### src/rtl/core/hrfd_pkg.sv
// Shared types and constants of the HID report frame deframer.
// No dependencies.
`default_nettype none

package hrfd_pkg;

   localparam int unsigned BUFFER_BYTES_DEFAULT = 128;
   localparam int unsigned KEY_COUNT_DEFAULT    = 6;
   localparam int unsigned NUM_KEYS             = 6;
   localparam int unsigned FIELD_DEPTH          = 8;
   localparam int unsigned FIELD_BASE           = 3;
   localparam int unsigned KEY_BASE             = 2;
   localparam int unsigned FRAME_OVERHEAD       = 4;
   localparam int unsigned QUEUE_DEPTH          = 2;

   localparam logic [7:0] SYNC_RESET     = 8'hA5;
   localparam logic [7:0] KEYBOARD_RESET = 8'h4B;
   localparam logic [7:0] MOUSE_RESET    = 8'h4D;

   typedef enum logic [1:0] {
      CSR_SYNC     = 2'd0,
      CSR_KEYBOARD = 2'd1,
      CSR_MOUSE    = 2'd2
   } csr_index_type;

   typedef enum logic [2:0] {
      ST_KEYBOARD = 3'd0,
      ST_MOUSE    = 3'd1,
      ST_OTHER    = 3'd2,
      ST_CHECKSUM = 3'd3,
      ST_OVERFLOW = 3'd4
   } status_type;

   typedef struct packed {
      status_type                  status;
      logic                        sent;
      logic [7:0]                  plen;
      logic [FIELD_DEPTH-1:0][7:0] field;
   } frame_desc_type;

endpackage

`default_nettype wire

### src/rtl/core/hrfd_front.sv
// Front end: config registers, sync hunt, byte count, checksum and frame classification.
// Depends on hrfd_pkg.
`default_nettype none

module hrfd_front #(
   parameter int unsigned BUFFER_BYTES = hrfd_pkg::BUFFER_BYTES_DEFAULT
) (
   input  wire logic                     clock,
   input  wire logic                     reset,
   input  wire logic                     csr_valid,
   input  wire logic [1:0]               csr_index,
   input  wire logic [7:0]               csr_wdata,
   input  wire logic                     push,
   input  wire logic                     full,
   input  wire logic [7:0]               rx_byte,
   input  wire logic                     host_ready,
   output logic                          desc_push,
   output hrfd_pkg::frame_desc_type      desc
);

   localparam int unsigned CW = $clog2(BUFFER_BYTES + 1);
   localparam int unsigned EW = (CW > 9) ? CW : 9;
   localparam int unsigned FW = $clog2(hrfd_pkg::FIELD_DEPTH);

   logic [7:0] sync_ff, sync_in;
   logic [7:0] kbd_ff, kbd_in;
   logic [7:0] mouse_ff, mouse_in;

   logic [CW-1:0] count_ff, count_in;
   logic [7:0]    kind_ff, kind_in;
   logic [7:0]    plen_ff, plen_in;
   logic [7:0]    sum_ff, sum_in;
   logic [hrfd_pkg::FIELD_DEPTH-1:0][7:0] field_ff, field_in;

   logic          accept;
   logic [CW-1:0] cnt_next;
   logic [FW-1:0] fidx;
   logic          done;
   logic          ovf;

   assign accept   = push & ~full;
   assign cnt_next = count_ff + CW'(1);
   assign fidx     = FW'(count_ff - CW'(hrfd_pkg::FIELD_BASE));

   always_comb begin
      sync_in  = sync_ff;
      kbd_in   = kbd_ff;
      mouse_in = mouse_ff;
      if (csr_valid) begin
         unique case (hrfd_pkg::csr_index_type'(csr_index))
            hrfd_pkg::CSR_SYNC:     sync_in  = csr_wdata;
            hrfd_pkg::CSR_KEYBOARD: kbd_in   = csr_wdata;
            hrfd_pkg::CSR_MOUSE:    mouse_in = csr_wdata;
            default: ;
         endcase
      end
   end

   always_comb begin
      count_in  = count_ff;
      kind_in   = kind_ff;
      plen_in   = plen_ff;
      sum_in    = sum_ff;
      field_in  = field_ff;
      done      = 1'b0;
      ovf       = 1'b0;
      desc_push = 1'b0;
      if (accept) begin
         if (count_ff == '0) begin
            if (rx_byte == sync_ff) begin
               field_in = '0;
               sum_in   = '0;
               count_in = CW'(1);
            end
         end else begin
            sum_in   = sum_ff + rx_byte;
            count_in = cnt_next;
            if (count_ff == CW'(1)) begin
               kind_in = rx_byte;
            end else if (count_ff == CW'(2)) begin
               plen_in = rx_byte;
            end else if (count_ff >= CW'(hrfd_pkg::FIELD_BASE) &&
                         count_ff < CW'(hrfd_pkg::FIELD_BASE + hrfd_pkg::FIELD_DEPTH)) begin
               field_in[fidx] = rx_byte;
            end
            if (cnt_next >= CW'(3)) begin
               if (EW'(cnt_next) == EW'(plen_in) + EW'(hrfd_pkg::FRAME_OVERHEAD)) begin
                  done = 1'b1;
               end else if (cnt_next >= CW'(BUFFER_BYTES)) begin
                  ovf = 1'b1;
               end
            end
            if (done || ovf) begin
               count_in  = '0;
               desc_push = 1'b1;
            end
         end
      end
   end

   always_comb begin
      priority if (ovf) begin
         desc.status = hrfd_pkg::ST_OVERFLOW;
      end else if (sum_in != 8'd0) begin
         desc.status = hrfd_pkg::ST_CHECKSUM;
      end else if (kind_in == kbd_ff) begin
         desc.status = hrfd_pkg::ST_KEYBOARD;
      end else if (kind_in == mouse_ff) begin
         desc.status = hrfd_pkg::ST_MOUSE;
      end else begin
         desc.status = hrfd_pkg::ST_OTHER;
      end
      desc.sent  = host_ready && (desc.status == hrfd_pkg::ST_KEYBOARD ||
                                  desc.status == hrfd_pkg::ST_MOUSE);
      desc.plen  = plen_in;
      desc.field = field_in;
   end

   always_ff @(posedge clock) begin
      if (reset) begin
         sync_ff  <= hrfd_pkg::SYNC_RESET;
         kbd_ff   <= hrfd_pkg::KEYBOARD_RESET;
         mouse_ff <= hrfd_pkg::MOUSE_RESET;
         count_ff <= '0;
      end else begin
         sync_ff  <= sync_in;
         kbd_ff   <= kbd_in;
         mouse_ff <= mouse_in;
         count_ff <= count_in;
      end
   end

   always_ff @(posedge clock) begin
      kind_ff  <= kind_in;
      plen_ff  <= plen_in;
      sum_ff   <= sum_in;
      field_ff <= field_in;
   end

endmodule

`default_nettype wire

### src/rtl/core/hrfd_queue.sv
// Short descriptor queue between the front end and the result stage.
// Depends on hrfd_pkg.
`default_nettype none

module hrfd_queue #(
   parameter int unsigned DEPTH = hrfd_pkg::QUEUE_DEPTH
) (
   input  wire logic                     clock,
   input  wire logic                     reset,
   input  wire logic                     push,
   input  wire hrfd_pkg::frame_desc_type wdata,
   output logic                          full,
   output logic                          rd_valid,
   input  wire logic                     pop,
   output hrfd_pkg::frame_desc_type      rdata
);

   localparam int unsigned PW = (DEPTH > 1) ? $clog2(DEPTH) : 1;
   localparam int unsigned NW = $clog2(DEPTH + 1);

   hrfd_pkg::frame_desc_type mem_ff [DEPTH];

   logic [PW-1:0] wr_ptr_ff, wr_ptr_in;
   logic [PW-1:0] rd_ptr_ff, rd_ptr_in;
   logic [NW-1:0] fill_ff, fill_in;
   logic          do_push;
   logic          do_pop;

   assign full     = (fill_ff == NW'(DEPTH));
   assign rd_valid = (fill_ff != '0);
   assign rdata    = mem_ff[rd_ptr_ff];
   assign do_push  = push & ~full;
   assign do_pop   = pop & rd_valid;

   always_comb begin
      wr_ptr_in = wr_ptr_ff;
      rd_ptr_in = rd_ptr_ff;
      fill_in   = fill_ff;
      if (do_push) begin
         wr_ptr_in = (wr_ptr_ff == PW'(DEPTH - 1)) ? '0 : wr_ptr_ff + PW'(1);
      end
      if (do_pop) begin
         rd_ptr_in = (rd_ptr_ff == PW'(DEPTH - 1)) ? '0 : rd_ptr_ff + PW'(1);
      end
      if (do_push && !do_pop) begin
         fill_in = fill_ff + NW'(1);
      end else if (do_pop && !do_push) begin
         fill_in = fill_ff - NW'(1);
      end
   end

   always_ff @(posedge clock) begin
      if (reset) begin
         wr_ptr_ff <= '0;
         rd_ptr_ff <= '0;
         fill_ff   <= '0;
      end else begin
         wr_ptr_ff <= wr_ptr_in;
         rd_ptr_ff <= rd_ptr_in;
         fill_ff   <= fill_in;
      end
   end

   always_ff @(posedge clock) begin
      if (do_push) begin
         mem_ff[wr_ptr_ff] <= wdata;
      end
   end

endmodule

`default_nettype wire

### src/rtl/core/hrfd_back.sv
// Result stage: decodes a frame descriptor into report fields and holds the output item.
// Depends on hrfd_pkg.
`default_nettype none

module hrfd_back #(
   parameter int unsigned KEY_COUNT = hrfd_pkg::KEY_COUNT_DEFAULT
) (
   input  wire logic                                clock,
   input  wire logic                                reset,
   input  wire logic                                desc_valid,
   input  wire hrfd_pkg::frame_desc_type            desc,
   output logic                                     desc_pop,
   input  wire logic                                pop,
   output logic                                     empty,
   output logic [2:0]                               frame_status,
   output logic                                     report_sent,
   output logic [7:0]                               modifier_or_buttons,
   output logic [hrfd_pkg::NUM_KEYS-1:0][7:0]       key_codes,
   output logic signed [7:0]                        mouse_dx,
   output logic signed [7:0]                        mouse_dy
);

   logic valid_ff, valid_in;
   logic load;

   logic [2:0]                         status_ff, status_in;
   logic                               sent_ff, sent_in;
   logic [7:0]                         mod_ff, mod_in;
   logic [hrfd_pkg::NUM_KEYS-1:0][7:0] keys_ff, keys_in;
   logic [7:0]                         dx_ff, dx_in;
   logic [7:0]                         dy_ff, dy_in;

   logic is_kbd;
   logic is_mouse;

   assign load     = desc_valid & (~valid_ff | pop);
   assign desc_pop = load;
   assign valid_in = load ? 1'b1 : (pop ? 1'b0 : valid_ff);
   assign is_kbd   = (desc.status == hrfd_pkg::ST_KEYBOARD);
   assign is_mouse = (desc.status == hrfd_pkg::ST_MOUSE);

   always_comb begin
      status_in = desc.status;
      sent_in   = desc.sent;
      mod_in    = (is_kbd || is_mouse) ? desc.field[0] : 8'd0;
      dx_in     = is_mouse ? desc.field[1] : 8'd0;
      dy_in     = is_mouse ? desc.field[2] : 8'd0;
      for (int k = 0; k < hrfd_pkg::NUM_KEYS; k++) begin
         keys_in[k] = (is_kbd && k < KEY_COUNT && 8'(k) < desc.plen) ?
                      desc.field[hrfd_pkg::KEY_BASE + k] : 8'd0;
      end
   end

   always_ff @(posedge clock) begin
      if (reset) begin
         valid_ff <= 1'b0;
      end else begin
         valid_ff <= valid_in;
      end
   end

   always_ff @(posedge clock) begin
      if (load) begin
         status_ff <= status_in;
         sent_ff   <= sent_in;
         mod_ff    <= mod_in;
         keys_ff   <= keys_in;
         dx_ff     <= dx_in;
         dy_ff     <= dy_in;
      end
   end

   assign empty               = ~valid_ff;
   assign frame_status        = status_ff;
   assign report_sent         = sent_ff;
   assign modifier_or_buttons = mod_ff;
   assign key_codes           = keys_ff;
   assign mouse_dx            = dx_ff;
   assign mouse_dy            = dy_ff;

endmodule

`default_nettype wire

### src/rtl/core/hid_report_frame_deframer_unit.sv
// HID report frame deframer, top level: front end, descriptor queue, result stage.
// Depends on hrfd_pkg, hrfd_front, hrfd_queue, hrfd_back.
//
// Usage:
//  Input queue side: one serial byte per item on req_rx_byte with req_host_ready,
//  taken when push is high and full is low; one byte per cycle while full is low.
//  Result queue side: one item per finished or abandoned frame (keyboard, mouse,
//  other valid type, checksum fail, overflow). While empty is low the oldest item
//  is on rsp_*; pop takes it.
//  Path: a frame's result passes the descriptor queue, then the output register,
//  to rsp_*. Bytes that do not end a frame produce nothing.
//  Config: csr_valid/csr_ready with csr_index (0 sync, 1 keyboard type, 2 mouse
//  type) and csr_wdata; csr_ready is always high. Write only while idle.
//  Reset: config returns to 0xA5 / 'K' / 'M', the parser hunts for sync, both
//  queues are emptied.
//  Stall: while pop is low the result holds; frame results build up in a
//  two-entry queue, and full rises once it and the output register are taken.
`default_nettype none

module hid_report_frame_deframer_unit #(
   parameter int unsigned BUFFER_BYTES = hrfd_pkg::BUFFER_BYTES_DEFAULT,
   parameter int unsigned KEY_COUNT    = hrfd_pkg::KEY_COUNT_DEFAULT
) (
   input  wire logic        clock,
   input  wire logic        reset,
   input  wire logic        csr_valid,
   output logic             csr_ready,
   input  wire logic [1:0]  csr_index,
   input  wire logic [7:0]  csr_wdata,
   input  wire logic        push,
   output logic             full,
   input  wire logic [7:0]  req_rx_byte,
   input  wire logic        req_host_ready,
   output logic             empty,
   input  wire logic        pop,
   output logic [2:0]       rsp_frame_status,
   output logic             rsp_report_sent,
   output logic [7:0]       rsp_modifier_or_buttons,
   output logic [7:0]       rsp_key_code_0,
   output logic [7:0]       rsp_key_code_1,
   output logic [7:0]       rsp_key_code_2,
   output logic [7:0]       rsp_key_code_3,
   output logic [7:0]       rsp_key_code_4,
   output logic [7:0]       rsp_key_code_5,
   output logic signed [7:0] rsp_mouse_dx,
   output logic signed [7:0] rsp_mouse_dy
);

   hrfd_pkg::frame_desc_type           front_desc;
   hrfd_pkg::frame_desc_type           queue_desc;
   logic                               front_push;
   logic                               queue_full;
   logic                               queue_valid;
   logic                               queue_pop;
   logic [hrfd_pkg::NUM_KEYS-1:0][7:0] key_codes;

   assign csr_ready = 1'b1;
   assign full      = queue_full;

   hrfd_front #(
      .BUFFER_BYTES(BUFFER_BYTES)
   ) u_front (
      .clock      (clock),
      .reset      (reset),
      .csr_valid  (csr_valid),
      .csr_index  (csr_index),
      .csr_wdata  (csr_wdata),
      .push       (push),
      .full       (queue_full),
      .rx_byte    (req_rx_byte),
      .host_ready (req_host_ready),
      .desc_push  (front_push),
      .desc       (front_desc)
   );

   hrfd_queue #(
      .DEPTH(hrfd_pkg::QUEUE_DEPTH)
   ) u_queue (
      .clock    (clock),
      .reset    (reset),
      .push     (front_push),
      .wdata    (front_desc),
      .full     (queue_full),
      .rd_valid (queue_valid),
      .pop      (queue_pop),
      .rdata    (queue_desc)
   );

   hrfd_back #(
      .KEY_COUNT(KEY_COUNT)
   ) u_back (
      .clock               (clock),
      .reset               (reset),
      .desc_valid          (queue_valid),
      .desc                (queue_desc),
      .desc_pop            (queue_pop),
      .pop                 (pop),
      .empty               (empty),
      .frame_status        (rsp_frame_status),
      .report_sent         (rsp_report_sent),
      .modifier_or_buttons (rsp_modifier_or_buttons),
      .key_codes           (key_codes),
      .mouse_dx            (rsp_mouse_dx),
      .mouse_dy            (rsp_mouse_dy)
   );

   assign rsp_key_code_0 = key_codes[0];
   assign rsp_key_code_1 = key_codes[1];
   assign rsp_key_code_2 = key_codes[2];
   assign rsp_key_code_3 = key_codes[3];
   assign rsp_key_code_4 = key_codes[4];
   assign rsp_key_code_5 = key_codes[5];

endmodule

`default_nettype wire

### config.mk
export PLATFORM = sky130hd
export DESIGN_NAME = hid_report_frame_deframer_unit
export DESIGN_NICKNAME = d
export VERILOG_FILES = /design/src/rtl/core/hrfd_pkg.sv /design/src/rtl/core/hrfd_front.sv /design/src/rtl/core/hrfd_queue.sv /design/src/rtl/core/hrfd_back.sv /design/src/rtl/core/hid_report_frame_deframer_unit.sv
export SDC_FILE = /design/constraint.sdc
export NUM_CORES = 1
export LEC_CHECK = 0
export BUFFER_PORTS_ARGS = -buffer_cell sky130_fd_sc_hd__buf_2
export CAP_MARGIN = 10
export CELL_PAD_IN_SITES_DETAIL_PLACEMENT = 0
export CELL_PAD_IN_SITES_GLOBAL_PLACEMENT = 2
export CORE_ASPECT_RATIO = 0.8
export CORE_MARGIN = 4
export CORE_UTILIZATION = 39
export CTS_CLUSTER_DIAMETER = 30
export DETAILED_ROUTE_END_ITERATION = 10
export PLACE_DENSITY = 0.87
export RECOVER_POWER = 100
export SLEW_MARGIN = 20
export SYNTH_ARGS = -nofsm -noshare
export SYNTH_HDL_FRONTEND = slang
export SYNTH_HIERARCHICAL = 1
export SYNTH_SLANG_ARGS = --single-unit
### constraint.sdc
create_clock -name clock -period 8 [get_ports clock]
set_input_delay 0.4 -clock clock [delete_from_list [all_inputs] [get_ports clock]]
set_output_delay 0.4 -clock clock [all_outputs]
set_load 0.02 [all_outputs]
==> impl_summary.md, run 1 <==
Worst setup path
STA classifies the critical path startpoint as a flop. The most used cell along the critical path is sky130_fd_sc_hd__inv_1. The largest single stage delay on the critical path is 940 ps. The signal on the critical path passes through inv_1 -> ha_1 -> nor4b_1 -> nand2_1 -> mux2i_1 -> inv_1 -> ha_1 -> o21ai_0 -> xnor3_1 -> a21oi_1 -> and4_1 -> nor2_1 -> nor2_1 -> inv_1 -> or3_1 -> inv_2 -> clkbuf_2.

Data on the critical path arrives at its endpoint at 6680 ps. The worst setup path is captured at a flop. The startpoint-to-endpoint class of the critical path is flop to flop. In this run the worst path has a maximum fanout of 39. The highest-delay cell along the critical path is sky130_fd_sc_hd__clkbuf_2.

The data required time at the worst endpoint is 8200 ps.

Detailed routing
The total length of routed wires is 31070 microns. The initial DRC count is 589. The detail route stage leaves a number of antenna-violating nets equal to 0. The per-cell via count in the routed design is 5.129. The via total after detailed routing is 8499.

The wire length per cell is 18.75 microns. The first-pass detailed-route iteration total is 5. The number of design rule violations left after detail routing is 0.

Final layout
The final standard cell utilization of the core is 47.13%. The layout cell share with drive strength beyond 1 is 17.50%. The area growth from synthesis to final layout is 19.52%. The net count of the finished layout is 1168.

The antenna diode count is 0.

Floorplanning
The number of top-level design ports is 103. The core region is 35840 sq um. The initialized floorplan defines 62 standard-cell rows. The die covers 39370 sq um. The die span in x is 220.8 microns. Once the floorplan was initialized, standard cells occupied 39.44% of the core. The floorplan step set the die height to 178.3 microns.

Logic synthesis
The synthesized netlist devotes 1.381% of its cell area to adder and majority cells. After synthesis, the share of cell area in mux cells is 8.215%. For this run, the leading register cell type out of synthesis is sky130_fd_sc_hd__edfxtp_1. The number of nets in the synthesized netlist is 1046.

By count the netlist is led by 228 x sky130_fd_sc_hd__edfxtp_1, 126 x sky130_fd_sc_hd__dfxtp_1, 87 x sky130_fd_sc_hd__mux2_2, 67 x sky130_fd_sc_hd__and3_1, 60 x sky130_fd_sc_hd__nor2_1. The count of flip-flops with a built-in enable after synthesis is 228. The dominant combinational cell family by area after synthesis is simple AND/OR/NAND/NOR gates. Of all flip-flops after synthesis, the portion carrying an async set or reset was 0%.

The synthesized netlist devotes 2.762% of its cell area to XOR and XNOR gates. The synthesized-area fraction occupied by ao, oa, aoi and oai cells is 8.383%. In this run the cell area of the synthesized design comes to 14130 sq um. After synthesis the netlist holds a flip-flop and latch count of 354. The mean area per synthesized cell is 14.04 sq um. The library cell with the highest instance count after synthesis is sky130_fd_sc_hd__edfxtp_1. The synthesized design devotes to its leading area cell type 48.44% of total area. For this run, the register share of the synthesized area comes to 66.29%. The leading area contributor after synthesis is sky130_fd_sc_hd__edfxtp_1. The synthesized instance count is 1007.

For this run, the number of Yosys warnings is 6. In the post-synthesis netlist, the biggest area contributors are sky130_fd_sc_hd__edfxtp_1 48%, sky130_fd_sc_hd__dfxtp_1 18%, sky130_fd_sc_hd__mux2_2 6.9%, sky130_fd_sc_hd__a22o_1 3.7%, sky130_fd_sc_hd__and3_1 3.0%. The count of unique library cells instantiated by Yosys is 65. The synthesized-area fraction occupied by and/or/nand/nor cells is 10.72%.

STA
The worst relative slew slack is -143.3%. For the pin with the worst max-slew slack, the measured transition is 3649 ps. Setup repair after global routing left no endpoint under its margin. In the post-route analysis, the smallest setup slack over all paths is 1528 ps. Setup violations remaining at the end of the flow were counted as 0. The routed design could run at a clock period as short as 6472 ps. The maximum frequency from static timing analysis is 154.5 MHz. The worst clock skew on the final layout is 39.71 ps.

The number of hold-slack violations in the final timing report came to 0. The final clock period utilization by the worst path is 80.90%. The final worst hold slack is 70.51 ps. The setup total negative slack is 0 ps. The number of pins exceeding their max-slew limit in the final report is 153.

Place
The half-perimeter wire length after placement is 19150 microns. Prior to clock tree synthesis, the placed netlist has a worst setup slack of 2357 ps. The placer's final routability congestion estimate is 0.8597. The number of port buffers is 101.

Global routing
The wire length of the first global-routing pass is 48560 microns. The number of global-route vias before repair is 8488. For this run, the total global-route usage over all layers was measured as 15.48%. The maximum number of pins on one net before global-route repair is 77. The final global-route overflow total is 0. The number of antenna violations at the first check in global routing is 1.

CTS
The hold buffer count at cts is 0. The H-tree depth is 2. Counting every sink on the clock net gives 354. At the later pin of the worst-skew pair, clock insertion delay measures 590 ps. Post-CTS repair changed the size of 0 cells. No sink is reached through more buffers than the 3 on the longest clock path.

The number of buffers created by CTS is 57. After clock tree synthesis, the clock-pin slew on the worst setup and hold paths is 50 ps. The TritonCTS clock tree is done. The buffer cell driving the clock tree root is sky130_fd_sc_hd__clkbuf_16. The number of buffers inserted to repair setup after CTS is 0.

Power and ir drop
Across the VDD grid, the largest voltage drop is 0.1712 mV. The power consumption is 0.004658 W. Dividing total power by cell area gives a power density of 275.8 nW/um^2. The reported leakage power is 6.059 nW.

Hold path
The path class of the tightest hold or removal check is input port to flop.

Status
The final reports fail on max-capacitance violations, max-slew violations. The run finished, with violations left.

Job
The number of max-capacitance violations reported is 5.
[cell type report]
type                       count  area (sq um)
timing repair buffer         108         461.7
tap                          480         600.6
inverter                      23         86.33
fill                        3187         18950
sequential                   354          9369
clock buffer                  74          1594
multi-input combinational    585          4417
clock inverter                33         364.1
[stage by stage]
step / instances / area (sq um)
after floorplan: 1007 / 14130
after detailed placement: 1549 / 15090
after global placement: 1549 / 15090
final: 1657 / 16890
after global routing: 1657 / 16890
after CTS: 1656 / 17050
[routing by layer]
layer	share of wire, %	GRT usage [%]	up-vias
li1	-	-	4076
met1	49	22.97	4150
met2	44	23.28	233
met3	5.6	3.175	40
met4	1.6	4.159	0
met5	0	0	-
[worst max-delay path, delay by kind of cell, from the launching register on]
| family | cells | cell delay (ps) |
|---|---|---|
| XOR/XNOR | 1 | 430 |
| AO/OA/AOI/OAI | 2 | 270 |
| flip-flops | 1 | 480 |
| buffers and inverters | 5 | 1990 |
| multiplexers | 1 | 400 |
| AND/OR/NAND/NOR | 6 | 2050 |
| adder cells (fa/ha/maj) | 2 | 430 |
[final timing paths]
path                            start                   end  slack [ps]  depth (start not counted)
hold / removal           csr_wdata[0]    u_front/sync_ff[0]          70                          2
hold reg to reg   u_front/mouse_ff[3]   u_front/mouse_ff[3]         480                          1
setup reg to reg  u_front/count_ff[0]  u_queue/mem_ff[0][9]        1530                         17
setup / recovery  u_front/count_ff[0]  u_queue/mem_ff[0][9]        1530                         17
[cells by family after synthesis]
logic type,count (synthesis)
other,1
xor gates and xnor gates,43
and+or+nand+nor,262
AOI/OAI and AO/OA,159
muxes,105
buffers and inverters,68
adders and majority gates,15
DFF,354
[placed cells by master, fill, tap and decap left out, types with 26 or more instances in the layout]
master and instances:
sky130_fd_sc_hd__xor2_1 26, sky130_fd_sc_hd__clkbuf_16 60, sky130_fd_sc_hd__and3_1 67, sky130_fd_sc_hd__clkbuf_1 93, sky130_fd_sc_hd__dfxtp_1 126, sky130_fd_sc_hd__nand2_1 30
sky130_fd_sc_hd__a22o_1 59, sky130_fd_sc_hd__mux2_2 71, sky130_fd_sc_hd__nor2_1 60, sky130_fd_sc_hd__edfxtp_1 228
[state kept, by name, summed over array words and instances, names as in the netlist, 2 cells and up, named ones only]
name	flops
u_front/field_ff	64
u_back/mouse_dx	8
u_queue/fill_ff	2
u_front/mouse_ff	8
u_front/sum_ff	8
u_front/kind_ff	8
u_back/mouse_dy	8
u_front/kbd_ff	8
u_queue/mem_ff	152
u_front/count_ff	8
u_back/key_codes	48
u_front/plen_ff	8
u_back/frame_status	3
u_front/sync_ff	8
u_back/modifier_or_buttons	8
[power breakdown]
group	switching [W]	internal (W)
clock network	0.000908	0.00150
registers	0.0000280	0.00198
logic	0.000133	0.000103
(Power assumes the default switching activity.)
==> run 2, diff against run 1 <==
--- a/config.mk
+++ b/config.mk
@@ -11,10 +11,10 @@
 export CELL_PAD_IN_SITES_GLOBAL_PLACEMENT = 2
 export CORE_ASPECT_RATIO = 0.8
 export CORE_MARGIN = 4
-export CORE_UTILIZATION = 39
+export CORE_UTILIZATION = 40
 export CTS_CLUSTER_DIAMETER = 30
 export DETAILED_ROUTE_END_ITERATION = 10
-export PLACE_DENSITY = 0.87
+export PLACE_DENSITY = 0.86
 export RECOVER_POWER = 100
 export SLEW_MARGIN = 20
 export SYNTH_ARGS = -nofsm -noshare
==> constraint.sdc (replaced) <==
create_clock -name clock -period 6.5 [get_ports clock]
set_input_delay 0.325 -clock clock [delete_from_list [all_inputs] [get_ports clock]]
set_output_delay 0.325 -clock clock [all_outputs]
set_load 0.02 [all_outputs]
==> impl_summary.md, run 2 (synthesized netlist as in run 1, its figures left out) <==
Worst setup path
The category of the worst setup path capture point is a flop. The data required time at the worst endpoint came to 6930 ps (-1270 ps). The worst setup path is launched from a flop. The data arrival time of the worst path is 5840 ps (-840 ps).

The maximum fanout encountered on the critical timing path was 70 (+79%). The setup path with the least slack is of type flop to flop.

STA
The number of pins exceeding their max-slew limit in the final report was 174 (+14%). The final worst hold slack is 31.92 ps (-38.59 ps). The actual transition at the worst max-transition pin was 4204 ps (+554.6 ps). The final count of negative-setup-slack endpoints is 0 (unchanged). The worst relative slew slack came to -180.2% (-37 points). The number of hold-slack violations in the final timing report was 0 (unchanged).

Setup repair after global routing left no endpoint under its margin. The setup total negative slack is 0 ps (unchanged). The maximum frequency from static timing analysis was 185.0 MHz (+20%). The final clock period utilization by the worst path is 83.15% (+2.2 points). The worst setup margin came to 1095 ps (-432.6 ps).

The shortest period the worst path allows is 5405 ps (-1067 ps). The worst clock skew on the final layout is 30.16 ps (-9.548 ps).

Final layout
The number of nets in the layout came to 1176 (+0.68%). From synthesis to final layout, the design area changed by 21.50%. The antenna diode count is 0 (unchanged). The flip-flop count of the largest register, all copies and words added is 152 (unchanged).

The layout cell share with drive strength beyond 1 is 18.50% (+1.0 points). The library cell used most frequently in the layout, excluding fill and tap cells, is sky130_fd_sc_hd__edfxtp_1. The number of cells in the finished layout apart from fillers came to 1661 (+0.24%). u_queue/mem_ff holds more flip-flops than any other register.

The library cells used most frequently in the layout, excluding fill and tap cells, are 228 x sky130_fd_sc_hd__edfxtp_1, 126 x sky130_fd_sc_hd__dfxtp_1, 89 x sky130_fd_sc_hd__clkbuf_1.

Detailed routing
The first-pass detailed-route iteration total is 5 (unchanged). The wire length per cell is 19.17 microns (+2.2%). The number of design rule violations left after detail routing is 0 (unchanged).

The total length of routed wires is 31850 microns (+2.5%). The number of nets with antenna violations after routing is 0 (unchanged). The initial DRC count came to 518 (-12%).

The per-cell via count in the routed design is 5.154 (+0.48%). The via total after detailed routing was 8560 (+0.72%).

Floorplanning
The die span in x is 218.2 microns (-1.2%). The number of top-level design ports was 103 (unchanged). The initial core utilization is 40.61% (+1.2 points). The overall die area was 38420 sq um (-2.4%). The row count is 61 (-1.6%). The area of the core is 34800 sq um (-2.9%). The die height is 176.1 microns (-1.2%).

Global routing
The number of global-route vias before repair is 8615 (+1.5%). The met2 layer usage reported by global route is 25.92% (+2.6 points). The final global-route overflow total is 0 (unchanged). The wire length of the first global-routing pass is 49270 microns (+1.5%). The number of antenna violations at the first check in global routing is 0 (-1).

The maximum number of pins on one net before global-route repair is 77 (unchanged). The layer with the highest usage after global routing is met2. The met3 capacity usage during global routing was 3.200% (+0.025 points).

The met1 capacity usage during global routing is 23.57% (+0.60 points). The global-route total usage across every layer was 16.39% (+0.91 points).

Power and ir drop
The reported leakage power came to 6.200 nW (+2.3%). The maximum vdd ir drop is 0.2012 mV (+18%). The power density over the cells is 351.3 nW/um^2 (+27%).

Status
The checks that failed: max-capacitance violations, max-slew violations. The flow ran to the end, but the final reports show violations.

Job
The number of max-capacitance violations reported is 5 (unchanged).

CTS
The TritonCTS clock tree is done. Clock tree synthesis selected as its root buffer the cell sky130_fd_sc_hd__clkbuf_16. The count of clock tree sinks is 354 (unchanged). The H-tree depth is 2 (unchanged).

The clock insertion delay at the later pin of the skew report is 590 ps (about the same). The number of instances resized during post-cts repair was 0 (unchanged). The number of buffers created by CTS came to 60 (+5.3%). The maximum count of clock buffers along a single path is 3 (unchanged). The clock-pin slew of the registers on the worst-case setup and hold paths was 50 ps (about the same).

Place
The number of placed instances with taps included is 1540 (-0.58%). The worst setup slack before clock tree synthesis is 1305 ps (-1052 ps). The placer's final routability congestion estimate is 0.8713 (+1.3%). The half-perimeter wire length after placement is 19540 microns (+2.0%). The number of port buffers is 101 (unchanged).

Hold path
The path type of the worst min-delay path is input port to flop.
run 2: per-layer routing:
| metal | part of all wire (%) | vias to the layer above |
|---|---|---|
| met5 | 0 | - |
| met4 | 1.2 | 0 |
| met3 | 4.9 | 35 |
| met2 | 45 | 209 |
| met1 | 49 | 4211 |
| li1 | - | 4105 |
run 2: worst paths after layout:
path | end | from | slack, ps | depth (start not counted)
worst min register to register | u_front/mouse_ff[0] | u_front/mouse_ff[0] | 480 | 1
worst max-delay path | u_back/mouse_dx[1] | flop | 1100 | 5
worst min-delay path | u_front/sync_ff[3] | csr_wdata[3] | 30 | 3
worst max register to register | u_back/mouse_dx[1] | flop | 1100 | 5
run 2: critical path, stage by stage (launching register included):
cell,delay (ps)
sky130_fd_sc_hd__dfxtp_1,550
sky130_fd_sc_hd__clkbuf_1,2990
sky130_fd_sc_hd__mux2_1,530
sky130_fd_sc_hd__nor2_1,130
sky130_fd_sc_hd__clkbuf_1,710
sky130_fd_sc_hd__and3_1,300
run 2: through the flow:
| stage | utilization, % | area (sq um) | power, W |
|---|---|---|---|
| 6_report | 49.34 | 17170 | 0.006033 |
| 2_1_floorplan | - | 14130 | 0.002727 |
| 3_3_place_gp | 43.35 | 15090 | 0.002799 |
| 5_1_grt | 49.34 | 17170 | 0.006247 |
| 3_5_place_dp | 43.35 | 15090 | 0.002805 |
| 4_1_cts | 49.73 | 17310 | 0.006097 |
run 2: power breakdown:
group | switching, W | leakage (nW) | internal (W) | total, W
clock | 0.00118 | 1.04 | 0.00209 | 0.00327
sequential | 0.0000344 | 3.01 | 0.00244 | 0.00248
combinational | 0.000162 | 2.15 | 0.000129 | 0.000292
total | 0.00138 | 6.20 | 0.00466 | 0.00603
run 2: cell type report:
cell class                      instances  area (sq um)
Clock buffer                           70          1590
Clock inverter                         44         573.1
Fill cell                            3040         17630
Inverter                               23         86.33
Multi-Input combinational cell        585          4432
Sequential cell                       354          9369
Tap cell                              472         590.6
Timing Repair Buffer                  113         531.8
run 2: what timing repair did:
item,in CTS,in global routing
hold buffers,6,0
setup buffers,0,0
endpoints found under the hold margin,6,0
